**config.mk**
```make
export PLATFORM = sky130hd
export DESIGN_NAME = block_rms_min_max_meter
export DESIGN_NICKNAME = d
export VERILOG_FILES = /design/src/design/bmm_pkg.sv /design/src/design/block_rms_min_max_meter.sv /design/src/design/bmm_front.sv /design/src/design/bmm_queue.sv /design/src/design/bmm_sqrt.sv /design/src/design/bmm_back.sv
export SDC_FILE = /design/constraint.sdc
export NUM_CORES = 2
export LEC_CHECK = 0
export ABC_AREA = 1
export BUFFER_PORTS_ARGS = -buffer_cell sky130_fd_sc_hd__clkbuf_2
export CAP_MARGIN = 10
export CORE_AREA = 2 2 333 335
export CTS_CLUSTER_DIAMETER = 80
export CTS_CLUSTER_SIZE = 25
export DETAILED_ROUTE_END_ITERATION = 10
export DIE_AREA = 0 0 335 337
export GPL_ROUTABILITY_DRIVEN = 0
export HOLD_SLACK_MARGIN = 0.06
export PLACE_DENSITY = 0.7
export SKIP_LAST_GASP = 1
export SLEW_MARGIN = 40
export SYNTH_ARGS = -nofsm -noshare
export SYNTH_HDL_FRONTEND = slang
export SYNTH_HIERARCHICAL = 1
export SYNTH_SLANG_ARGS = --single-unit
```
**constraint.sdc**
```tcl
create_clock -name clk -period 12.05 [get_ports clk]
set_input_delay 1.205 -clock clk [delete_from_list [all_inputs] [get_ports clk]]
set_output_delay 1.205 -clock clk [all_outputs]
set_load 0.01 [all_outputs]
```
**src/design/bmm_pkg.sv**
```systemverilog
// ----------------------------------------------------------------------------
// bmm_pkg
// Shared types and constants of the block RMS / min / max level meter.
// ----------------------------------------------------------------------------
package bmm_pkg;

	localparam int unsigned SAMPLE_W = 16;
	localparam int unsigned OFFSET_W = 16;
	localparam int unsigned LEVEL_W  = 16;
	localparam int unsigned SQ_W     = 31;	// offset square: up to 2^30 + 65535
	localparam int unsigned ROOT_IN_W = 2 * LEVEL_W;

	typedef struct packed {
		logic signed [SAMPLE_W-1:0] sample;
		logic                       last;
	} sample_in_t;

	typedef struct packed {
		logic [LEVEL_W-1:0] max_level;
		logic [LEVEL_W-1:0] min_level;
		logic [LEVEL_W-1:0] rms_level;
	} levels_t;

	typedef enum logic [2:0] {
		BK_IDLE,
		BK_DIV,
		BK_RSTART,
		BK_ROOT,
		BK_OUT
	} back_state_t;

endpackage

```
**src/design/block_rms_min_max_meter.sv**
```systemverilog
// ----------------------------------------------------------------------------
// block_rms_min_max_meter: block RMS / min / max audio level meter
// Throughput: one sample per cycle while the statistics queue has room; each block
//   passes a SUM_W-step serial divider, then 16-step root units, so short blocks stall.
// Reset: asynchronous, active low; clears pipeline, queue, sequencer and offset.
// ----------------------------------------------------------------------------
module block_rms_min_max_meter import bmm_pkg::*; #(
	parameter int unsigned MAX_BLOCK = 4096
) (
	input  logic                clk,
	input  logic                arst_n,
	input  logic                cfg_we,
	input  logic [OFFSET_W-1:0] cfg_wdata,
	input  logic                item_valid,
	input  sample_in_t          item,
	output logic                item_stall,
	output logic                levels_valid,
	input  logic                levels_stall,
	output levels_t             levels
);

	// sample count must hold MAX_BLOCK itself; the sum of MAX_BLOCK offset
	// squares, each below 2^31, fits SQ_W + CNT_W bits
	localparam int unsigned CNT_W = $clog2(MAX_BLOCK + 1);
	localparam int unsigned SUM_W = SQ_W + CNT_W;
	localparam int unsigned REC_W = SUM_W + 2 * SQ_W + CNT_W;

	logic             push;
	logic [SUM_W-1:0] push_sum;
	logic [SQ_W-1:0]  push_max;
	logic [SQ_W-1:0]  push_min;
	logic [CNT_W-1:0] push_cnt;
	logic             q_full;
	logic             q_empty;
	logic             pop;
	logic [REC_W-1:0] pop_rec;

	// Front: two-stage squaring pipeline feeding the accumulators. It only
	// stalls when a block end finds the statistics queue full.
	bmm_front #(
		.MAX_BLOCK (MAX_BLOCK),
		.CNT_W     (CNT_W),
		.SUM_W     (SUM_W)
	) u_front (
		.clk        (clk),
		.arst_n     (arst_n),
		.cfg_we     (cfg_we),
		.cfg_wdata  (cfg_wdata),
		.item_valid (item_valid),
		.item       (item),
		.item_stall (item_stall),
		.q_full     (q_full),
		.push       (push),
		.push_sum   (push_sum),
		.push_max   (push_max),
		.push_min   (push_min),
		.push_cnt   (push_cnt)
	);

	// Decouples the per-sample front from the per-block back end.
	bmm_queue #(
		.W (REC_W)
	) u_queue (
		.clk       (clk),
		.arst_n    (arst_n),
		.push      (push),
		.push_data ({push_sum, push_max, push_min, push_cnt}),
		.full      (q_full),
		.pop       (pop),
		.pop_data  (pop_rec),
		.empty     (q_empty)
	);

	// Back: mean by serial division, three floor roots, result held until
	// the sink takes the transaction.
	bmm_back #(
		.CNT_W (CNT_W),
		.SUM_W (SUM_W)
	) u_back (
		.clk          (clk),
		.arst_n       (arst_n),
		.q_empty      (q_empty),
		.q_sum        (pop_rec[REC_W-1 -: SUM_W]),
		.q_max        (pop_rec[2*SQ_W+CNT_W-1 -: SQ_W]),
		.q_min        (pop_rec[SQ_W+CNT_W-1 -: SQ_W]),
		.q_cnt        (pop_rec[CNT_W-1:0]),
		.pop          (pop),
		.levels_valid (levels_valid),
		.levels_stall (levels_stall),
		.levels       (levels)
	);

endmodule

```
**src/design/bmm_front.sv**
```systemverilog
// ----------------------------------------------------------------------------
// bmm_front
// Sample intake: squaring pipeline, offset add and per-block statistics.
// Pushes one statistics record into the queue at every block end.
// ----------------------------------------------------------------------------
module bmm_front import bmm_pkg::*; #(
	parameter int unsigned MAX_BLOCK = 4096,
	parameter int unsigned CNT_W     = 13,
	parameter int unsigned SUM_W     = 44
) (
	input  logic                clk,
	input  logic                arst_n,
	input  logic                cfg_we,
	input  logic [OFFSET_W-1:0] cfg_wdata,
	input  logic                item_valid,
	input  sample_in_t          item,
	output logic                item_stall,
	input  logic                q_full,
	output logic                push,
	output logic [SUM_W-1:0]    push_sum,
	output logic [SQ_W-1:0]     push_max,
	output logic [SQ_W-1:0]     push_min,
	output logic [CNT_W-1:0]    push_cnt
);

	logic [OFFSET_W-1:0] offset_q;

	logic                valid_s1;
	logic [SAMPLE_W-1:0] sample_s1;
	logic                last_s1;

	logic                valid_s2;
	logic [SQ_W-1:0]     sq_s2;
	logic                last_s2;

	logic [SUM_W-1:0]    sum_q;
	logic [SQ_W-1:0]     max_q;
	logic [SQ_W-1:0]     min_q;
	logic [CNT_W-1:0]    cnt_q;
	logic                fresh_q;	// next sample opens a new block

	logic [SAMPLE_W-1:0] mag;
	logic [2*SAMPLE_W-1:0] prod;
	logic [SQ_W-1:0]     osq;
	logic [SUM_W-1:0]    cur_sum;
	logic [SQ_W-1:0]     cur_max;
	logic [SQ_W-1:0]     cur_min;
	logic [CNT_W-1:0]    cur_cnt;
	logic                blk_end;
	logic                adv;

	always_ff @(posedge clk or negedge arst_n) begin
		if (!arst_n) begin
			offset_q <= '0;
		end else if (cfg_we) begin
			offset_q <= cfg_wdata;
		end
	end

	// magnitude: -32768 maps to 32768, which still fits 16 bits unsigned
	assign mag  = sample_s1[SAMPLE_W-1] ? (~sample_s1 + 16'd1) : sample_s1;
	assign prod = (2*SAMPLE_W)'(mag) * (2*SAMPLE_W)'(mag);

	assign osq     = sq_s2 + SQ_W'(offset_q);
	assign cur_sum = (fresh_q ? '0 : sum_q) + SUM_W'(osq);
	assign cur_max = (fresh_q || (osq > max_q)) ? osq : max_q;
	assign cur_min = (fresh_q || (osq < min_q)) ? osq : min_q;
	assign cur_cnt = (fresh_q ? '0 : cnt_q) + CNT_W'(1);
	assign blk_end = last_s2 || (cur_cnt == CNT_W'(MAX_BLOCK));

	// whole pipeline holds only when a block end meets a full queue
	assign adv        = !(valid_s2 && blk_end && q_full);
	assign item_stall = !adv;

	assign push     = valid_s2 && blk_end && adv;
	assign push_sum = cur_sum;
	assign push_max = cur_max;
	assign push_min = cur_min;
	assign push_cnt = cur_cnt;

	always_ff @(posedge clk or negedge arst_n) begin
		if (!arst_n) begin
			valid_s1 <= 1'b0;
			valid_s2 <= 1'b0;
			fresh_q  <= 1'b1;
		end else if (adv) begin
			valid_s1 <= item_valid;
			valid_s2 <= valid_s1;
			if (valid_s2) begin
				fresh_q <= blk_end;
			end
		end
	end

	always_ff @(posedge clk) begin
		if (adv) begin
			sample_s1 <= item.sample;
			last_s1   <= item.last;
			sq_s2     <= prod[SQ_W-1:0];
			last_s2   <= last_s1;
			if (valid_s2) begin
				sum_q <= cur_sum;
				max_q <= cur_max;
				min_q <= cur_min;
				cnt_q <= cur_cnt;
			end
		end
	end

endmodule

```
**src/design/bmm_queue.sv**
```systemverilog
// ----------------------------------------------------------------------------
// bmm_queue
// Two-entry queue of block statistics between front and back.
// ----------------------------------------------------------------------------
module bmm_queue #(
	parameter int unsigned W = 119
) (
	input  logic         clk,
	input  logic         arst_n,
	input  logic         push,
	input  logic [W-1:0] push_data,
	output logic         full,
	input  logic         pop,
	output logic [W-1:0] pop_data,
	output logic         empty
);

	logic [W-1:0] mem_q [2];
	logic         wr_ptr_q;
	logic         rd_ptr_q;
	logic [1:0]   count_q;

	assign full     = (count_q == 2'd2);
	assign empty    = (count_q == 2'd0);
	assign pop_data = mem_q[rd_ptr_q];

	always_ff @(posedge clk) begin
		if (push) begin
			mem_q[wr_ptr_q] <= push_data;
		end
	end

	always_ff @(posedge clk or negedge arst_n) begin
		if (!arst_n) begin
			wr_ptr_q <= 1'b0;
			rd_ptr_q <= 1'b0;
			count_q  <= 2'd0;
		end else begin
			if (push) begin
				wr_ptr_q <= !wr_ptr_q;
			end
			if (pop) begin
				rd_ptr_q <= !rd_ptr_q;
			end
			case ({push, pop})
				2'b10:   count_q <= count_q + 2'd1;
				2'b01:   count_q <= count_q - 2'd1;
				default: count_q <= count_q;
			endcase
		end
	end

endmodule

```
**src/design/bmm_sqrt.sv**
```systemverilog
// ----------------------------------------------------------------------------
// bmm_sqrt
// Iterative floor square root of a 32-bit value, one result bit per cycle.
// ----------------------------------------------------------------------------
module bmm_sqrt import bmm_pkg::*; (
	input  logic                 clk,
	input  logic                 arst_n,
	input  logic                 start,
	input  logic [ROOT_IN_W-1:0] value,
	output logic                 busy,
	output logic [LEVEL_W-1:0]   root
);

	localparam int unsigned STEP_W = $clog2(LEVEL_W + 1);

	logic [ROOT_IN_W-1:0] val_q;
	logic [LEVEL_W:0]     rem_q;
	logic [LEVEL_W-1:0]   root_q;
	logic [STEP_W-1:0]    cnt_q;

	logic [LEVEL_W+2:0]   r2;
	logic [LEVEL_W+2:0]   trial;
	logic                 fits;

	assign r2    = {rem_q, val_q[ROOT_IN_W-1 -: 2]};
	assign trial = {1'b0, root_q, 2'b01};
	assign fits  = (r2 >= trial);

	assign busy = (cnt_q != '0);
	assign root = root_q;

	always_ff @(posedge clk or negedge arst_n) begin
		if (!arst_n) begin
			cnt_q <= '0;
		end else if (start) begin
			cnt_q <= STEP_W'(LEVEL_W);
		end else if (busy) begin
			cnt_q <= cnt_q - STEP_W'(1);
		end
	end

	always_ff @(posedge clk) begin
		if (start) begin
			val_q  <= value;
			rem_q  <= '0;
			root_q <= '0;
		end else if (busy) begin
			val_q  <= {val_q[ROOT_IN_W-3:0], 2'b00};
			rem_q  <= fits ? (LEVEL_W+1)'(r2 - trial) : r2[LEVEL_W:0];
			root_q <= {root_q[LEVEL_W-2:0], fits};
		end
	end

endmodule

```
**src/design/bmm_back.sv**
```systemverilog
// ----------------------------------------------------------------------------
// bmm_back
// Result engine: pops block statistics, divides sum by count bit-serially,
// then runs three root units in parallel and holds the result for the sink.
// ----------------------------------------------------------------------------
module bmm_back import bmm_pkg::*; #(
	parameter int unsigned CNT_W = 13,
	parameter int unsigned SUM_W = 44
) (
	input  logic             clk,
	input  logic             arst_n,
	input  logic             q_empty,
	input  logic [SUM_W-1:0] q_sum,
	input  logic [SQ_W-1:0]  q_max,
	input  logic [SQ_W-1:0]  q_min,
	input  logic [CNT_W-1:0] q_cnt,
	output logic             pop,
	output logic             levels_valid,
	input  logic             levels_stall,
	output levels_t          levels
);

	localparam int unsigned STEP_W = $clog2(SUM_W);

	back_state_t state_q, state_d;

	logic [SUM_W-1:0]  dq_q;	// dividend shifts out, quotient shifts in
	logic [CNT_W-1:0]  rem_q;
	logic [CNT_W-1:0]  div_q;
	logic [STEP_W-1:0] step_q;
	logic [SQ_W-1:0]   max_q;
	logic [SQ_W-1:0]   min_q;

	logic [CNT_W:0]    shifted;
	logic              q_bit;
	logic              div_last;

	logic              load;
	logic              div_run;
	logic              root_start;
	logic [2:0]        root_busy;

	assign shifted  = {rem_q, dq_q[SUM_W-1]};
	assign q_bit    = (shifted >= {1'b0, div_q});
	assign div_last = (step_q == STEP_W'(SUM_W - 1));

	always_comb begin
		state_d = state_q;
		case (state_q)
			BK_IDLE:   if (!q_empty) state_d = BK_DIV;
			BK_DIV:    if (div_last) state_d = BK_RSTART;
			BK_RSTART: state_d = BK_ROOT;
			BK_ROOT:   if (root_busy == 3'b000) state_d = BK_OUT;
			BK_OUT:    if (!levels_stall) state_d = BK_IDLE;
			default:   state_d = BK_IDLE;
		endcase
	end

	always_comb begin
		load         = 1'b0;
		div_run      = 1'b0;
		root_start   = 1'b0;
		levels_valid = 1'b0;
		case (state_q)
			BK_IDLE:   load = !q_empty;
			BK_DIV:    div_run = 1'b1;
			BK_RSTART: root_start = 1'b1;
			BK_OUT:    levels_valid = 1'b1;
			default:   ;
		endcase
	end

	assign pop = load;

	always_ff @(posedge clk or negedge arst_n) begin
		if (!arst_n) begin
			state_q <= BK_IDLE;
		end else begin
			state_q <= state_d;
		end
	end

	always_ff @(posedge clk) begin
		if (load) begin
			dq_q   <= q_sum;
			div_q  <= q_cnt;
			rem_q  <= '0;
			step_q <= '0;
			max_q  <= q_max;
			min_q  <= q_min;
		end else if (div_run) begin
			dq_q   <= {dq_q[SUM_W-2:0], q_bit};
			rem_q  <= q_bit ? CNT_W'(shifted - {1'b0, div_q}) : shifted[CNT_W-1:0];
			step_q <= step_q + STEP_W'(1);
		end
	end

	// the mean never exceeds the largest square, so it fits SQ_W bits
	bmm_sqrt u_root_max (
		.clk    (clk),
		.arst_n (arst_n),
		.start  (root_start),
		.value  ({1'b0, max_q}),
		.busy   (root_busy[0]),
		.root   (levels.max_level)
	);

	bmm_sqrt u_root_min (
		.clk    (clk),
		.arst_n (arst_n),
		.start  (root_start),
		.value  ({1'b0, min_q}),
		.busy   (root_busy[1]),
		.root   (levels.min_level)
	);

	bmm_sqrt u_root_rms (
		.clk    (clk),
		.arst_n (arst_n),
		.start  (root_start),
		.value  ({1'b0, dq_q[SQ_W-1:0]}),
		.busy   (root_busy[2]),
		.root   (levels.rms_level)
	);

endmodule

```
======== Yosys cells after proc, flatten, opt, wreduce, memory -nomap -nowiden ========
Memories as Yosys holds them, arrays and structs flattened.
Cells that the tools add are included.
storage, ports and cells
  flip-flop bits (word level) ............. 542
  latch bits .............................. 0
  bits in writable memories ............... 238
  ROM bits ................................ 0
  bits of input ports ..................... 38
  output and inout bits ................... 50
  word-level logic and storage cells ...... 132
  memories kept ........................... 1
operators by class
  add/sub/neg operators ................... 14
  multiply operators ...................... 1
  div/mod/pow operators ................... 0
  order comparisons ....................... 6
  eq/ne operators ......................... 13
  shift operators ......................... 0
  mux-type cells .......................... 35
  bitwise operators ....................... 2
  reductions and logical operators ........ 23
memory list
  name           depth  width  rd ports  clocked after memory_dff  write ports  line             source
  u_queue.mem_q  2      119    1         0                         1            bmm_queue.sv:18  logic [W-1:0] mem_q [2];
operators with widths
  operator                                                             number
  31-bit 2-to-1 mux                                                    8
  44-bit 2-to-1 mux                                                    3
  19-bit by 18-bit >= comparator with 1-bit output                     3
  17-bit 2-to-1 mux                                                    3
  17-bit subtractor                                                    3
  44-bit by 31-bit adder with 44-bit output                            1
  31-bit by 16-bit adder with 31-bit output                            1
  31-bit > comparator                                                  1
  31-bit less-than comparator                                          1
  16-bit by 16-bit multiplier with 31-bit output                       1
  5-bit 2-to-1 mux                                                     6
  13-bit 2-to-1 mux                                                    2
  16-bit by 1-bit adder with 16-bit output (second input constant)     1
  16-bit 2-to-1 mux                                                    1
  16-bit NOT                                                           1
  3-bit case mux with 5 select lines                                   1
  5-bit nonzero test                                                   3
  5-bit by 1-bit subtractor with 5-bit output (second input constant)  3
  14-bit by 13-bit >= comparator with 1-bit output                     1
  13-bit by 1-bit adder with 13-bit output (second input constant)     1
  13-bit equality test (second input constant)                         1
  13-bit subtractor                                                    1
  3-bit 2-to-1 mux                                                     4
  2-bit nonzero test                                                   5
  21 further kinds                                                     38

======== Longest topological paths before layout ========
  depth in word-level cells ............... 10
  depth in mapped cells ................... 39
  gate-level depth less buffers ........... 38

======== Modules after synthesis ========
Netlist, hierarchy kept.
modules (own cells, without submodules)
  module     times used  cells each  area an instance (sq um)  seq. area each (sq um)
  bmm_front  1           2424        20113.0                   5491.5
  bmm_sqrt   3           551         4149.0                    1746.7
  bmm_queue  1           645         8998.6                    7247.0
  bmm_back   1           586         6105.9                    4028.9

======== Worst setup path after synthesis ========
Ideal clock, no wire load.
  path kind ............................... reg2reg
  start ................................... register u_front.fresh_q
  end ..................................... memory u_queue.mem_q[0][0] (enable)
  library setup time ...................... 600 ps
  arrival time ............................ 7589 ps
  data required time ...................... 11450 ps
  path slack .............................. 3861 ps
  stages on the path, launching flop included .. 21
  path buffers ............................ 4
  clock period less this slack ............ 8189 ps
  cell sequence ........................... dfstp_2 inv_2 buf_6 buf_6 clkbuf_1 buf_2 nand2_1 inv_1 ha_1 nand2_1 nor2_4 nand2_1 o21ai_1 nand3_1 nor2_2 nand3_2 nand2_2 nand3_1 inv_1 inv_1 nor2_1
on the way
  word-level cells in the longest chain between the ends .. 10
ends and longest elaborated chain
  what                                        line                              source
  start: declaration                          bmm_front.sv:40                   logic fresh_q;
  start signal: assignment                    bmm_front.sv:90                   fresh_q <= blk_end;
  13-bit 2-to-1 mux *                         bmm_front.sv:68                   assign cur_cnt = (fresh_q ? '0 : cnt_q) + CNT_W'(1);
  13-bit by 1-bit adder with 13-bit output *  bmm_front.sv:68
  net push_cnt[0]                             block_rms_min_max_meter.sv:32     logic [CNT_W-1:0] push_cnt;
  13-bit equality test *                      bmm_front.sv:69                   assign blk_end = last_s2 || (cur_cnt == CNT_W'(MAX_BLOCK));
  1-bit logical OR *                          bmm_front.sv:69
  1-bit logical AND *                         bmm_front.sv:72, bmm_front.sv:75
  1-bit logical AND                           bmm_front.sv:72                   assign adv = !(valid_s2 && blk_end && q_full);
  1-bit logical NOT                           bmm_front.sv:72
  1-bit logical AND *                         bmm_front.sv:75                   assign push = valid_s2 && blk_end && adv;
  net push                                    block_rms_min_max_meter.sv:28     logic push;
  1-bit 2-to-1 mux *                          bmm_queue.sv:28                   if (push) begin
  1-bit 2-to-1 mux (implied by the code) *    bmm_queue.sv:29                   mem_q[wr_ptr_q] <= push_data;
  end: declaration                            bmm_queue.sv:18
Mark *: on every way through the listed nets, which the timed path passes. The rest lies on a longest branch.

======== Final worst setup path ========
  start ................................... register u_front.sample_s1[0]
  end ..................................... register u_front.sq_s2[28] (data pin)
on the way
  word-level cells in the longest chain between the ends .. 4
ends and longest elaborated chain
  what                                              line             source
  start: declaration                                bmm_front.sv:29  logic [SAMPLE_W-1:0] sample_s1;
  start signal: assignment                          bmm_front.sv:97  sample_s1 <= item.sample;
  16-bit NOT                                        bmm_front.sv:61  assign mag = sample_s1[SAMPLE_W-1] ? (~sample_s1 + 16'd1) : sample_s1;
  16-bit by 1-bit adder with 16-bit output          bmm_front.sv:61
  16-bit 2-to-1 mux *                               bmm_front.sv:61
  16-bit by 16-bit multiplier with 31-bit output *  bmm_front.sv:62  assign prod = (2*SAMPLE_W)'(mag) * (2*SAMPLE_W)'(mag);
  net u_front.prod[28]                              bmm_front.sv:43  logic [2*SAMPLE_W-1:0] prod;
  end signal: assignment                            bmm_front.sv:99  sq_s2 <= prod[SQ_W-1:0];
  end: declaration                                  bmm_front.sv:33  logic [SQ_W-1:0] sq_s2;
Marked as above.
A chain may end at the register's enable or synchronous reset.

==> summary.md <==
| Metric | Value |
|---|---|
| Arrival time worst endpoint | 7.94 ns |
| Hold_buf cts | 0 |
| Hold Path Class | reg2reg |
| Fill cells | 10280 |
| Largest fanout on the critical path | 18 |
| Number of distinct library cells after synthesis | 71 |
| Fin util | 46.77% |
| CTS clk-pin slew, worst paths | 0.10 ns |
| GR Overflow Total | 0 |
| Vias in the first global route | 33580 |
| Number of H-tree levels | 2 |
| Slowest CP cell | xor2_2 |
| Top cell type's share of synthesized area | 39.06% |
| Via count | 34210 |
| WL/cell | 15.29 µm |
| Total negative setup slack | 0 ns |
| Clock skew | 0.04360 ns |
| Core Rows | 122 |
| Syn Area/Cell | 8.980 µm² |
| Final slew viol count | 0 |
| PortBufs | 87 |
| Cts bufs inserted | 48 |
| Total Wirelength | 104500 µm |
| Hpwl dp | 76390 µm |
| Post-Syn Area | 47660 µm² |
| Worst-margin pin slew | 0.8473 ns |
| Max-Cap Viols | 0 |
| RSZ-0062 raised after global routing | no |
| Final setup violation count | 0 |
| Hold Fails Final Rpt | 0 |
| Yosys reg bits | 779 |
| Synth Flop Type | edfxtp_1 |
| Sink Count | 779 |
| Global-route wire length before repair | 171200 µm |
| Final worst-path setup slack | 4.518 ns |
| CTS tree | built |
| Place WS | 4.521 ns |
| Critical Path Max Stage Delay | 0.61 ns |
| Initial antenna violation count | 0 |
| Total die area | 112900 µm² |
| Via density | 5.006 |
| Drc violations | 0 |
| Initial drt markers | 2365 |
| Drt first pass iters | 7 |
| Post-synth EDFFs | 620 |
| Die Y | 337 µm |
| Slew margin rel. | 43.32% |
| Layout cells sized above 1 | 8.432% |
| I/O pins | 88 |
| Gr usage total | 18.62% |
| Peak Freq | 132.8 MHz |
| Latest clock arrival within the worst-skew pair | 0.67 ns |
| CTS root buffer | clkbuf_16 |
| Largest net degree at the start of global routing | 76 |
| Synth Warn # | 6 |
| Mapped Cells | 5308 |
| Req. time, crit path | 12.46 ns |
| Detail Route Antenna Nets | 0 |
| Fin nets | 5859 |
| Outcome | completed |
| Die X-Extent | 335 µm |
| Crit start category | flop |
| Core box area | 109600 µm² |
| Ys async rst share | 5.263% |
| CP Capture Type | flop |
| Cts repair resizes | 0 |
| CP Class | reg2reg |
| Post-CTS setup buffer count | 0 |
| Largest area contributor in the netlist | edfxtp_1 |
| Ant diodes | 0 |
| Top post-synthesis cells by area | edfxtp_1 (39%), nand2_1 (12%), inv_1 (7.4%), ha_1 (7.3%), fa_1 (7.0%) |
| Final period util | 62.50% |
| Initial Utilization | 43.49% |
| Seq/Total Area, Yosys | 46.17% |
| Longest Clk Path Bufs | 3 |
| Tmin final | 7.532 ns |
| Area growth syn-to-layout | 7.537% |
placed cells by master, fill, tap and decap left out, types with 32 or more instances in the layout:
cell and instances:
a21oi_1 163, buf_4 32, clkbuf_16 49, clkbuf_2 88
dfrtp_1 39, dfxtp_1 118, edfxtp_1 620, fa_1 167
ha_1 279, inv_1 928, inv_2 57, nand2_1 1468
nand2_2 37, nand3_1 243, nand3_2 41, nand4_1 54
nor2_1 277, o21ai_0 238, o21ai_1 32, o22ai_1 52
xnor2_1 44, xor2_1 80
sequential cells by signal (all words and copies together), names as in the netlist, 17 cells and up:
signal                   count
u_queue/mem_q              238
u_back/dq_q                 44
u_front/sum_q               44
u_back/u_root_max/val_q     32
u_back/u_root_min/val_q     32
u_back/u_root_rms/val_q     32
u_back/max_q                31
u_back/min_q                31
u_front/max_q               31
u_front/min_q               31
u_front/sq_s2               30
u_back/u_root_max/rem_q     17
u_back/u_root_min/rem_q     17
u_back/u_root_rms/rem_q     17
kinds of logic (layout without fill, tap and decap cells):
| family | Yosys count | in the layout | share of synthesized area [%] |
|---|---|---|---|
| AO/OA/AOI/OAI | 559 | 559 | 6.463 |
| XOR/XNOR | 125 | 125 | 2.297 |
| adder cells (fa/ha/maj) | 446 | 446 | 14.34 |
| buffers and inverters | 1113 | 1202 | 9.311 |
| flip-flops | 779 | 779 | 46.17 |
| multiplexers | 16 | 16 | 0.3780 |
| other | 3 | 14 | 0.02362 |
| AND/OR/NAND/NOR | 2267 | 2267 | 21.02 |
layout make-up:
| type | instances | area (µm²) | area share, % |
|---|---|---|---|
| Multi-Input combinational cell | 3427 | 21300 | 41.55 |
| Timing Repair Buffer | 127 | 807.0 | 1.574 |
| Tap cell | 1426 | 1784 | 3.481 |
| Clock inverter | 25 | 362.8 | 0.7079 |
| Clock buffer | 58 | 1261 | 2.461 |
| Inverter | 992 | 3735 | 7.287 |
| Sequential cell | 779 | 22010 | 42.94 |
synthesized netlist by cell type, types with 43 or more instances:
cell type / count
dfxtp_1: 118
clkbuf_1: 43
a21oi_1: 163
nand3_1: 243
nand4_1: 54
nand2_1: 1470
inv_1: 935
edfxtp_1: 620
o22ai_1: 52
inv_2: 54
xor2_1: 81
fa_1: 167
o21ai_0: 238
nor2_1: 280
ha_1: 279
xnor2_1: 44
worst max-delay path, delay by kind of cell (launching register included):
| family | cells | cell delay, ns |
|---|---|---|
| xor+xnor | 2 | 0.68 |
| compound gates | 1 | 0.20 |
| flops | 1 | 0.47 |
| fa+ha+maj | 8 | 3.39 |
| buf+inv | 9 | 0.99 |
| simple gates | 13 | 1.53 |
through the flow:
step                std cells  cell area, µm²  hold slack (ns)
floorplan                5319           47710           0.4003
global placement         6748           49520           0.4061
detailed placement       6750           49590           0.4450
CTS                      6833           51220           0.4578
global route             6834           51260           0.4577
finish                   6834           51260           0.4492
layer usage:
layer	vias up	GRT usage [%]	routed length, µm
li1	17140	-	-
met1	16220	24.52	47120
met2	701	32.05	49850
met3	155	2.554	4774
met4	0	5.305	2745
met5	-	0	0
worst paths after layout:
path	end	depth (start not counted)	slack, ns	start
max	u_front/sq_s2[28]$_DFFE_PN_	33	4.52	u_front/sample_s1[0]$_DFFE_PN_
min in group asynchronous	u_queue/rd_ptr_q$_DFFE_PN0P_	2	0.59	arst_n
min	u_front/last_s2$_DFFE_PN_	0	0.45	u_front/last_s1$_DFFE_PN_
min reg2reg	u_front/last_s2$_DFFE_PN_	0	0.45	u_front/last_s1$_DFFE_PN_
max reg2reg	u_front/sq_s2[28]$_DFFE_PN_	33	4.52	u_front/sample_s1[0]$_DFFE_PN_
max in group asynchronous	u_front/offset_q[6]$_DFFE_PN0P_	2	10.99	arst_n
Power is not shown: default switching activity piles up to over one toggle a cycle in this logic, so the estimate is an artifact.
